File: src/design/xtv_pkg.sv
// Shared constants, types and state codes of the XML tag value extractor.
// No dependencies; every other design file but assert_macros.svh imports it.
package xtv_pkg;

   localparam int MAX_TAG_LEN       = 24;
   localparam int DEF_MAX_VALUE_LEN = 128;
   localparam int TAG_LEN_W         = 5;
   localparam int TIMEOUT_W         = 16;
   localparam int CSR_IDX_W         = 3;
   localparam int CSR_DATA_W        = 64;
   localparam int KIND_W            = 2;
   localparam int STATUS_W          = 2;
   localparam int COUNT_W           = 4;
   localparam int WORD_BYTES        = 8;
   localparam int WORD_W            = 64;

   localparam logic [7:0] CH_OPEN  = 8'h3C;
   localparam logic [7:0] CH_CLOSE = 8'h3E;
   localparam logic [7:0] CH_SPACE = 8'h20;

   localparam logic [KIND_W-1:0] KIND_BYTE  = 2'd0;
   localparam logic [KIND_W-1:0] KIND_TICK  = 2'd1;
   localparam logic [KIND_W-1:0] KIND_CLOSE = 2'd2;

   localparam logic [STATUS_W-1:0] STATUS_FOUND   = 2'd0;
   localparam logic [STATUS_W-1:0] STATUS_TIMEOUT = 2'd1;
   localparam logic [STATUS_W-1:0] STATUS_CLOSED  = 2'd2;

   localparam logic [CSR_IDX_W-1:0] CSR_TAG_LOW  = 3'd0;
   localparam logic [CSR_IDX_W-1:0] CSR_TAG_MID  = 3'd1;
   localparam logic [CSR_IDX_W-1:0] CSR_TAG_HIGH = 3'd2;
   localparam logic [CSR_IDX_W-1:0] CSR_TAG_LEN  = 3'd3;
   localparam logic [CSR_IDX_W-1:0] CSR_TIMEOUT  = 3'd4;

   // Reset tag is "int".
   localparam logic [CSR_DATA_W-1:0] RST_TAG_LOW = 64'd7630441;
   localparam logic [TAG_LEN_W-1:0]  RST_TAG_LEN = 5'd3;
   localparam logic [TIMEOUT_W-1:0]  RST_TIMEOUT = 16'd2000;

   typedef struct packed {
      logic [MAX_TAG_LEN-1:0][7:0] tag_chars;
      logic [TAG_LEN_W-1:0]        tag_len;   // already clamped to MAX_TAG_LEN
      logic [TIMEOUT_W-1:0]        timeout;
   } cfg_type;

   typedef struct packed {
      logic start_emit;
      logic timed_out;
      logic closed;
   } scan_evt_type;

   typedef enum logic [1:0] {
      ST_SCAN,
      ST_READ,
      ST_SEND
   } emit_state_type;

endpackage

File: src/design/xtv_csr.sv
// Configuration registers of the tag value extractor: search tag, tag length, timeout.
// Depends on xtv_pkg.
module xtv_csr (
   input  logic                           clock,
   input  logic                           reset,
   input  logic                           csr_valid,
   output logic                           csr_ready,
   input  logic [xtv_pkg::CSR_IDX_W-1:0]  csr_index,
   input  logic [xtv_pkg::CSR_DATA_W-1:0] csr_data,
   output xtv_pkg::cfg_type               cfg
);
   import xtv_pkg::*;

   logic [CSR_DATA_W-1:0] tag_low_ff, tag_low_in;
   logic [CSR_DATA_W-1:0] tag_mid_ff, tag_mid_in;
   logic [CSR_DATA_W-1:0] tag_high_ff, tag_high_in;
   logic [TAG_LEN_W-1:0]  tag_len_ff, tag_len_in;
   logic [TIMEOUT_W-1:0]  timeout_ff, timeout_in;

   assign csr_ready = 1'b1;

   always_comb begin
      tag_low_in  = tag_low_ff;
      tag_mid_in  = tag_mid_ff;
      tag_high_in = tag_high_ff;
      tag_len_in  = tag_len_ff;
      timeout_in  = timeout_ff;
      if (csr_valid && csr_ready) begin
         unique case (csr_index)
            CSR_TAG_LOW:  tag_low_in  = csr_data;
            CSR_TAG_MID:  tag_mid_in  = csr_data;
            CSR_TAG_HIGH: tag_high_in = csr_data;
            CSR_TAG_LEN:  tag_len_in  = csr_data[TAG_LEN_W-1:0];
            CSR_TIMEOUT:  timeout_in  = csr_data[TIMEOUT_W-1:0];
            default: ;
         endcase
      end
   end

   always_ff @(posedge clock) begin
      if (reset) begin
         tag_low_ff  <= RST_TAG_LOW;
         tag_mid_ff  <= '0;
         tag_high_ff <= '0;
         tag_len_ff  <= RST_TAG_LEN;
         timeout_ff  <= RST_TIMEOUT;
      end else begin
         tag_low_ff  <= tag_low_in;
         tag_mid_ff  <= tag_mid_in;
         tag_high_ff <= tag_high_in;
         tag_len_ff  <= tag_len_in;
         timeout_ff  <= timeout_in;
      end
   end

   always_comb begin
      cfg.tag_chars = {tag_high_ff, tag_mid_ff, tag_low_ff};
      cfg.tag_len   = (tag_len_ff > TAG_LEN_W'(MAX_TAG_LEN)) ? TAG_LEN_W'(MAX_TAG_LEN)
                                                            : tag_len_ff;
      cfg.timeout   = timeout_ff;
   end

endmodule

File: src/design/xtv_value_mem.sv
// Value store: 64-bit rows written one byte lane at a time, read one row per cycle.
// Depends on xtv_pkg.
module xtv_value_mem #(
   parameter  int MAX_VALUE_LEN = xtv_pkg::DEF_MAX_VALUE_LEN,
   localparam int LEN_W         = $clog2(MAX_VALUE_LEN + 1),
   localparam int ROWS          = (MAX_VALUE_LEN + 7) / 8,
   localparam int ROW_W         = (ROWS > 1) ? $clog2(ROWS) : 1
) (
   input  logic                       clock,
   input  logic                       wr_en,
   input  logic [LEN_W-1:0]           wr_addr,
   input  logic [7:0]                 wr_data,
   input  logic                       rd_en,
   input  logic [ROW_W-1:0]           rd_row,
   output logic [xtv_pkg::WORD_W-1:0] rd_data
);
   import xtv_pkg::*;

   logic [WORD_W-1:0] store_ff [ROWS];
   logic [WORD_W-1:0] rd_data_ff;
   logic [ROW_W-1:0]  wr_row;
   logic [2:0]        wr_lane;

   assign wr_row  = wr_addr[ROW_W+2:3];
   assign wr_lane = wr_addr[2:0];
   assign rd_data = rd_data_ff;

   always_ff @(posedge clock) begin
      if (wr_en) begin
         store_ff[wr_row][{wr_lane, 3'b000} +: 8] <= wr_data;
      end
      if (rd_en) begin
         rd_data_ff <= store_ff[rd_row];
      end
   end

endmodule

File: src/design/xtv_scan.sv
// Byte scanner: tag name matching, value length, idle counting, store writes.
// Depends on xtv_pkg.
module xtv_scan #(
   parameter  int MAX_VALUE_LEN = xtv_pkg::DEF_MAX_VALUE_LEN,
   localparam int LEN_W         = $clog2(MAX_VALUE_LEN + 1)
) (
   input  logic                       clock,
   input  logic                       reset,
   input  logic                       accept,
   input  logic                       rearm,
   input  logic [xtv_pkg::KIND_W-1:0] req_kind,
   input  logic [7:0]                 req_byte_value,
   input  xtv_pkg::cfg_type           cfg,
   output xtv_pkg::scan_evt_type      evt,
   output logic [LEN_W-1:0]           value_length,
   output logic                       wr_en
);
   import xtv_pkg::*;

   logic                 in_tag_ff, in_tag_in;
   logic                 in_value_ff, in_value_in;
   logic                 mismatch_ff, mismatch_in;
   logic [TAG_LEN_W-1:0] name_count_ff, name_count_in;
   logic [LEN_W-1:0]     value_length_ff, value_length_in;
   logic [TIMEOUT_W-1:0] idle_count_ff, idle_count_in;

   logic       is_byte, is_tick, is_close;
   logic       is_open_ch, is_close_ch, is_space;
   logic       store_ok, do_clear;
   logic [7:0] exp_char;

   assign value_length = value_length_ff;

   always_comb begin
      is_byte     = (req_kind == KIND_BYTE);
      is_tick     = (req_kind == KIND_TICK);
      is_close    = (req_kind == KIND_CLOSE);
      is_open_ch  = (req_byte_value == CH_OPEN);
      is_close_ch = (req_byte_value == CH_CLOSE);
      is_space    = (req_byte_value == CH_SPACE);
      exp_char    = (name_count_ff < TAG_LEN_W'(MAX_TAG_LEN)) ? cfg.tag_chars[name_count_ff]
                                                               : 8'h00;
      store_ok    = (value_length_ff < LEN_W'(MAX_VALUE_LEN));

      evt.start_emit = is_byte && is_open_ch && in_value_ff;
      evt.timed_out  = is_tick && (idle_count_ff >= cfg.timeout);
      evt.closed     = is_close;

      wr_en    = accept && is_byte && !is_open_ch && !is_close_ch && in_value_ff && store_ok;
      do_clear = rearm || (accept && (evt.timed_out || evt.closed));
   end

   always_comb begin
      in_tag_in       = in_tag_ff;
      in_value_in     = in_value_ff;
      mismatch_in     = mismatch_ff;
      name_count_in   = name_count_ff;
      value_length_in = value_length_ff;
      idle_count_in   = idle_count_ff;
      if (do_clear) begin
         in_tag_in       = 1'b0;
         in_value_in     = 1'b0;
         mismatch_in     = 1'b0;
         name_count_in   = '0;
         value_length_in = '0;
         idle_count_in   = '0;
      end else if (accept && is_tick) begin
         idle_count_in = idle_count_ff + TIMEOUT_W'(1);
      end else if (accept && is_byte) begin
         idle_count_in = '0;
         if (is_open_ch) begin
            // with a value open, the emission pass rearms at its end
            if (!in_value_ff) begin
               in_tag_in       = 1'b1;
               mismatch_in     = 1'b0;
               name_count_in   = '0;
               value_length_in = '0;
            end
         end else if (is_close_ch) begin
            if (!mismatch_ff && name_count_ff == cfg.tag_len) begin
               in_value_in = 1'b1;
            end
            in_tag_in = 1'b0;
         end else begin
            if (in_tag_ff) begin
               if (is_space || name_count_ff > cfg.tag_len) begin
                  in_tag_in = 1'b0;
               end else begin
                  if (name_count_ff >= cfg.tag_len || exp_char != req_byte_value) begin
                     mismatch_in = 1'b1;
                  end
                  name_count_in = name_count_ff + TAG_LEN_W'(1);
               end
            end
            if (in_value_ff) begin
               if (store_ok) begin
                  value_length_in = value_length_ff + LEN_W'(1);
               end else begin
                  // overflow drops the value and blocks re-arming until the next '<', timeout or close
                  in_value_in     = 1'b0;
                  mismatch_in     = 1'b1;
                  value_length_in = '0;
               end
            end
         end
      end
   end

   always_ff @(posedge clock) begin
      if (reset) begin
         in_tag_ff       <= 1'b0;
         in_value_ff     <= 1'b0;
         mismatch_ff     <= 1'b0;
         name_count_ff   <= '0;
         value_length_ff <= '0;
         idle_count_ff   <= '0;
      end else begin
         in_tag_ff       <= in_tag_in;
         in_value_ff     <= in_value_in;
         mismatch_ff     <= mismatch_in;
         name_count_ff   <= name_count_in;
         value_length_ff <= value_length_in;
         idle_count_ff   <= idle_count_in;
      end
   end

endmodule

File: src/design/xml_tag_value_extractor.sv
// Top level of the XML tag value extractor: scanner, value store, emission sequencer.
// Depends on xtv_pkg, xtv_csr, xtv_value_mem, xtv_scan.
//
//   channel  direction  handshake              payload
//   req      in         req_valid / req_ready  req_kind, req_byte_value
//   rsp      out        rsp_valid / rsp_ready  rsp_status, rsp_value_bytes, rsp_byte_count, rsp_last
//   csr      in         csr_valid / csr_ready  csr_index, csr_data
//
// Bytes and idle ticks are taken one per cycle while req_ready is high.
// A '<' that closes a value starts an emission: each result is one value store row read
// (ST_READ), then a load of the output register once rsp has room (ST_SEND); req_ready is low.
// A timeout or close result is held off while rsp is full or an emission runs.
// Reset clears all control state; the value store is not cleared.
module xml_tag_value_extractor #(
   parameter int MAX_VALUE_LEN = xtv_pkg::DEF_MAX_VALUE_LEN
) (
   input  logic                           clock,
   input  logic                           reset,
   input  logic                           req_valid,
   output logic                           req_ready,
   input  logic [xtv_pkg::KIND_W-1:0]     req_kind,
   input  logic [7:0]                     req_byte_value,
   output logic                           rsp_valid,
   input  logic                           rsp_ready,
   output logic [xtv_pkg::STATUS_W-1:0]   rsp_status,
   output logic [xtv_pkg::WORD_W-1:0]     rsp_value_bytes,
   output logic [xtv_pkg::COUNT_W-1:0]    rsp_byte_count,
   output logic                           rsp_last,
   input  logic                           csr_valid,
   output logic                           csr_ready,
   input  logic [xtv_pkg::CSR_IDX_W-1:0]  csr_index,
   input  logic [xtv_pkg::CSR_DATA_W-1:0] csr_data
);
   import xtv_pkg::*;

   localparam int LEN_W = $clog2(MAX_VALUE_LEN + 1);
   localparam int ROWS  = (MAX_VALUE_LEN + 7) / 8;
   localparam int ROW_W = (ROWS > 1) ? $clog2(ROWS) : 1;

   cfg_type          cfg;
   scan_evt_type     evt;
   logic [LEN_W-1:0] value_length;
   logic             wr_en;
   logic             accept, rearm, rd_en, send, slot_free, load_status;
   logic [WORD_W-1:0] rd_data;

   emit_state_type   state_ff, state_in;
   logic [ROW_W-1:0] emit_row_ff, emit_row_in;

   logic [LEN_W-1:0]   emit_rem;
   logic [COUNT_W-1:0] emit_cnt;
   logic               emit_last;
   logic [WORD_W-1:0]  emit_word;

   logic                rsp_valid_ff, rsp_valid_in;
   logic [STATUS_W-1:0] rsp_status_ff;
   logic [WORD_W-1:0]   rsp_value_ff;
   logic [COUNT_W-1:0]  rsp_count_ff;
   logic                rsp_last_ff;

   xtv_csr u_csr (
      .clock     (clock),
      .reset     (reset),
      .csr_valid (csr_valid),
      .csr_ready (csr_ready),
      .csr_index (csr_index),
      .csr_data  (csr_data),
      .cfg       (cfg)
   );

   xtv_scan #(.MAX_VALUE_LEN(MAX_VALUE_LEN)) u_scan (
      .clock          (clock),
      .reset          (reset),
      .accept         (accept),
      .rearm          (rearm),
      .req_kind       (req_kind),
      .req_byte_value (req_byte_value),
      .cfg            (cfg),
      .evt            (evt),
      .value_length   (value_length),
      .wr_en          (wr_en)
   );

   xtv_value_mem #(.MAX_VALUE_LEN(MAX_VALUE_LEN)) u_mem (
      .clock   (clock),
      .wr_en   (wr_en),
      .wr_addr (value_length),
      .wr_data (req_byte_value),
      .rd_en   (rd_en),
      .rd_row  (emit_row_ff),
      .rd_data (rd_data)
   );

   assign slot_free = !rsp_valid_ff || rsp_ready;
   assign accept    = req_valid && req_ready;

   // Bytes still owed from the current row onward, and that row's byte count, last flag and masked word.
   always_comb begin
      emit_rem  = value_length - LEN_W'({emit_row_ff, 3'b000});
      emit_cnt  = (emit_rem >= LEN_W'(WORD_BYTES)) ? COUNT_W'(WORD_BYTES)
                                                   : emit_rem[COUNT_W-1:0];
      emit_last = (emit_rem <= LEN_W'(WORD_BYTES));
      for (int i = 0; i < WORD_BYTES; i++) begin
         emit_word[i*8 +: 8] = (COUNT_W'(i) < emit_cnt) ? rd_data[i*8 +: 8] : 8'h00;
      end
   end

   always_comb begin
      state_in = state_ff;
      unique case (state_ff)
         ST_SCAN: begin
            if (accept && evt.start_emit) state_in = ST_READ;
         end
         ST_READ: state_in = ST_SEND;
         ST_SEND: begin
            if (slot_free) state_in = emit_last ? ST_SCAN : ST_READ;
         end
         default: state_in = ST_SCAN;
      endcase
   end

   always_comb begin
      rd_en       = (state_ff == ST_READ);
      send        = (state_ff == ST_SEND) && slot_free;
      rearm       = send && emit_last;
      req_ready   = (state_ff == ST_SCAN) && (slot_free || !(evt.timed_out || evt.closed));
      load_status = accept && (evt.timed_out || evt.closed);
   end

   always_comb begin
      emit_row_in = emit_row_ff;
      if (accept && evt.start_emit) begin
         emit_row_in = '0;
      end else if (send && !emit_last) begin
         emit_row_in = emit_row_ff + ROW_W'(1);
      end
      if (send || load_status) begin
         rsp_valid_in = 1'b1;
      end else if (rsp_ready) begin
         rsp_valid_in = 1'b0;
      end else begin
         rsp_valid_in = rsp_valid_ff;
      end
   end

   always_ff @(posedge clock) begin
      if (reset) begin
         state_ff     <= ST_SCAN;
         emit_row_ff  <= '0;
         rsp_valid_ff <= 1'b0;
      end else begin
         state_ff     <= state_in;
         emit_row_ff  <= emit_row_in;
         rsp_valid_ff <= rsp_valid_in;
      end
   end

   always_ff @(posedge clock) begin
      if (send) begin
         rsp_status_ff <= STATUS_FOUND;
         rsp_value_ff  <= emit_word;
         rsp_count_ff  <= emit_cnt;
         rsp_last_ff   <= emit_last;
      end else if (load_status) begin
         rsp_status_ff <= evt.timed_out ? STATUS_TIMEOUT : STATUS_CLOSED;
         rsp_value_ff  <= '0;
         rsp_count_ff  <= '0;
         rsp_last_ff   <= 1'b1;
      end
   end

   assign rsp_valid       = rsp_valid_ff;
   assign rsp_status      = rsp_status_ff;
   assign rsp_value_bytes = rsp_value_ff;
   assign rsp_byte_count  = rsp_count_ff;
   assign rsp_last        = rsp_last_ff;

endmodule

File: config.mk
export PLATFORM = sky130hd
export DESIGN_NAME = xml_tag_value_extractor
export DESIGN_NICKNAME = d
export VERILOG_FILES = /design/src/design/xtv_pkg.sv /design/src/design/xtv_csr.sv /design/src/design/xtv_value_mem.sv /design/src/design/xtv_scan.sv /design/src/design/xml_tag_value_extractor.sv
export SDC_FILE = /design/constraint.sdc
export NUM_CORES = 2
export LEC_CHECK = 0
export BUFFER_PORTS_ARGS = -buffer_cell sky130_fd_sc_hd__clkbuf_2
export CAP_MARGIN = 20
export CORE_MARGIN = 5
export CORE_UTILIZATION = 45
export CTS_BUF_LIST = sky130_fd_sc_hd__clkbuf_8
export CTS_CLUSTER_SIZE = 25
export DETAILED_ROUTE_END_ITERATION = 10
export SETUP_SLACK_MARGIN = 0.4
export SLEW_MARGIN = 20
export SYNTH_ARGS = -nofsm -noshare
export SYNTH_HDL_FRONTEND = slang
export SYNTH_SLANG_ARGS = --single-unit
File: constraint.sdc
create_clock -name clock -period 7 [get_ports clock]
set_input_delay 0.7 -clock clock [delete_from_list [all_inputs] [get_ports clock]]
set_output_delay 0.7 -clock clock [all_outputs]
set_load 0.03 [all_outputs]
==> results_dict.tcl <==
set metrics [dict create \
    holdCritStartpoint "csr_data[19]" \
    worst_slew_pin_slew_ns 1.196 \
    finalSetupViolCount 0 \
    initial_core_util_pct 45.13 \
    synth_area_leader_cell "edfxtp_1" \
    io_pins 156 \
    p_leak_nw 20.76 \
    ys_seq_area_share_pct 70.46 \
    final_common_cell "edfxtp_1" \
    rrSetupSlack_ns 2.83 \
    die_y_microns 364.4 \
    p_per_area_mw_per_mm2 251.1 \
    slew_headroom_pct 20.02 \
    reg2reg_depth 10 \
    peakVddDrop_mv 0.1977 \
    insertion_delay_ns 0.91 \
    setup-tns-final_ns 0 \
    whs_path_depth 3 \
    grt_pass1_vias 32420 \
    synth_area_sq_mm 0.05653 \
    place_ws_ns 2.784 \
    period_minus_slack_ns 4.173 \
    utilization_pct 50.81 \
    async_flop_share_pct 0 \
    path_class "reg2reg" \
    status "finished, final reports clean" \
    core-area_sq_mm 0.1252 \
    area_growth_pct 12.58 \
    cp_data_arrival_time_ns 4.82 \
    hold_viol 0 \
    die_w_microns 364.4 \
    hold_path.class "in2reg" \
    gr-usage-all-layers_pct 21.57 \
    grt_max_degree 130 \
    gp_congestion 0.8220 \
    r2r-end "rsp_value_bytes[12]" \
    ys_warn_count 0 \
    wl_per_cell_microns 24.64 \
    dp_hpwl_microns 91120 \
    ys_top_cells_by_area "edfxtp_1 61%, dfxtp_1 9.0%, mux4_2 6.6%" \
    cts_root_buf "clkbuf_8" \
    clock_path_buffers 3 \
    dp_cells 5397 \
    cp.required_ns 7.65 \
    h-tree-depth 4 \
    final_min_period_over_clock_period_pct 59.61 \
    ys_types 78 \
    synth_nets 3879 \
    syn_avg_cell_area_sq_um 15.01 \
    drc 0 \
    finalWirelength_microns 144200 \
    rows 130 \
    dr.pass1.iters 6 \
    postSynthCellCount 3765 \
    synth_seq_cells 1411 \
    ant_nets 0 \
    maxSlewViolCount 0 \
    antenna_found_initial 7 \
    yosys.area.top_type_share_pct 61.46 \
    tritoncts "done" \
    reg2reg_from "emit_row_ff[1]" \
    grt_overflow 0 \
    clkTransAtPathRegs_ns 0.06 \
    synth-edff-count 1157 \
    port-buffer-count 154 \
    drive_gt1_share_pct 16.90 \
    cts_setup_buffers 0 \
    fin_cells 5852 \
    cts_buffers 222 \
    die_area_sq_mm 0.1328 \
    postLayoutSetupSlackWorst_ns 2.827 \
    crit_start "emit_row_ff[1]" \
    drt_iter0_markers 2749 \
    holdPathEnd "u_csr.tag_low_ff[19]" \
    num_vias 32990 \
    crit_path_end_kind "flop" \
    finalClockSkew_ns 0.06565 \
    maxCapViolCount 0 \
    nets 4132 \
    via_per_inst 5.637 \
    synth_flop_cell "edfxtp_1" \
    rsz0062_at_grt "false" \
    ctsResizeCount 0 \
    clock-sinks 1411 \
    start_kind "flop" \
    clock.fmax_ghz 0.2396 \
    layout_common_cells "1,157 x edfxtp_1, 527 x nand2_1, 284 x mux2i_1, 248 x dfxtp_1" \
    cp_max_fo 37 \
    grt_pass1_wl_microns 212900 \
    nFillCells 10530 \
]
critical path, stage by stage (launching register included):
cell and delay, ns:
dfxtp_4 0.75, inv_1 0.21, ha_1 0.33, nor2b_1 0.13, o21a_1 0.17, or3_1 0.33
a2111oi_2 0.51, and2_1 0.46, a21oi_2 0.29, nor2_1 0.48, and2b_1 0.24
Yosys cell counts (4+ instances only):
cell      number
and2_1       126
nor2b_1       18
nand2b_1      10
and3_1        12
or4_1          5
edfxtp_1    1157
a21o_1         7
nand3_1       26
a31oi_1        6
a221oi_1     134
buf_4          4
o22ai_1        8
a21oi_1      236
or3_1         11
xnor2_1        5
o211ai_1      11
and2b_1        4
mux4_2       166
buf_1         39
or2_2          6
clkbuf_1     154
nand2_1      530
buf_6         13
nand3b_1      21
o21ai_0       82
dfxtp_1      254
nor3_1        18
buf_2         15
o221ai_1       5
nor4_1         5
a221o_1        4
nor3b_1        4
nand4_1        6
a22oi_1       63
o21a_1         5
o32ai_1        4
nor2_1       179
mux2i_1      284
inv_1         39
nand2_4        8
mux2_2         4
ha_1          31
cell families (layout without fill, tap and decap cells):
family,after synthesis,in the layout,synth area share [%]
adder cells (fa/ha/maj),32,32,0.7216
AO/OA/AOI/OAI,593,593,6.859
flip-flops,1411,1411,70.46
buffers and inverters,265,700,2.012
AND/OR/NAND/NOR,1001,1001,8.099
multiplexers,454,454,11.72
other,1,3,0.006634
XOR/XNOR,8,8,0.1240
power by group:
group          switching [mW]  internal, mW
registers              0.0190          9.00
clock network            3.27          3.40
logic                   0.189        0.0913
state kept, by name (all words and copies together), names as in the netlist:
| register | cells |
|---|---|
| u_scan.idle_count_ff | 16 |
| u_scan.value_length | 8 |
| u_csr.tag_high_ff | 64 |
| u_scan.in_value_ff | 1 |
| rsp_status | 2 |
| rsp_last | 1 |
| u_csr.timeout_ff | 16 |
| u_scan.name_count_ff | 5 |
| rsp_byte_count | 4 |
| u_csr.tag_low_ff | 64 |
| u_scan.mismatch_ff | 1 |
| rsp_valid | 1 |
| u_mem.rd_data | 64 |
| rsp_value_bytes | 64 |
| u_csr.tag_len_ff | 5 |
| u_csr.tag_mid_ff | 64 |
| state_ff | 2 |
| u_scan.in_tag_ff | 1 |
| emit_row_ff | 4 |
| u_mem.store_ff | 1024 |
per-stage QoR:
step,hold slack (ns),area (sq um),power (mW)
global route,0.07223,63640,16.55
finish,0.1069,63640,15.98
global placement,0.4390,58880,9.456
CTS,0.00004052,63630,16.13
floorplan,0.4268,56530,9.342
detailed placement,0.4431,58890,9.461
per-layer routing:
metal / global-route usage (%) / up-vias / wire [microns]
li1: - / 14960 / -
met1: 29.06 / 16680 / 60600
met2: 35.42 / 1116 / 70130
met3: 4.057 / 239 / 9000
met4: 7.655 / 2 / 4468
met5: 0 / - / 13
what timing repair did:
item,4_1_cts,5_1_grt
hold buffers,47,0
hold endpoints to repair,128,0
setup endpoints to repair,0,0
cell type report:
class	count	area [sq um]	share of cell area [%]
diodes	2	5.005	0.007864
clock buffers	236	3248	5.104
clock inverters	170	1027	1.614
inverters	39	146.4	0.2300
multi-input cells	2089	15620	24.55
flip-flops and latches	1411	39850	62.61
well taps	1650	2064	3.244
repair buffers	255	1682	2.642
how the worst max path moves through the flow:
stage / endpoint / slack [ns] / cells past startpoint
2_1_floorplan: u_mem.rd_data[0] / 3.17 / 1
3_3_place_gp: rsp_value_bytes[15] / 2.86 / 10
3_5_place_dp: rsp_value_bytes[10] / 2.78 / 10
4_1_cts: rsp_value_bytes[10] / 2.77 / 10
5_1_grt: rsp_value_bytes[12] / 2.56 / 10
6_report: rsp_value_bytes[12] / 2.83 / 10
Power figures use the tool's default switching activity.
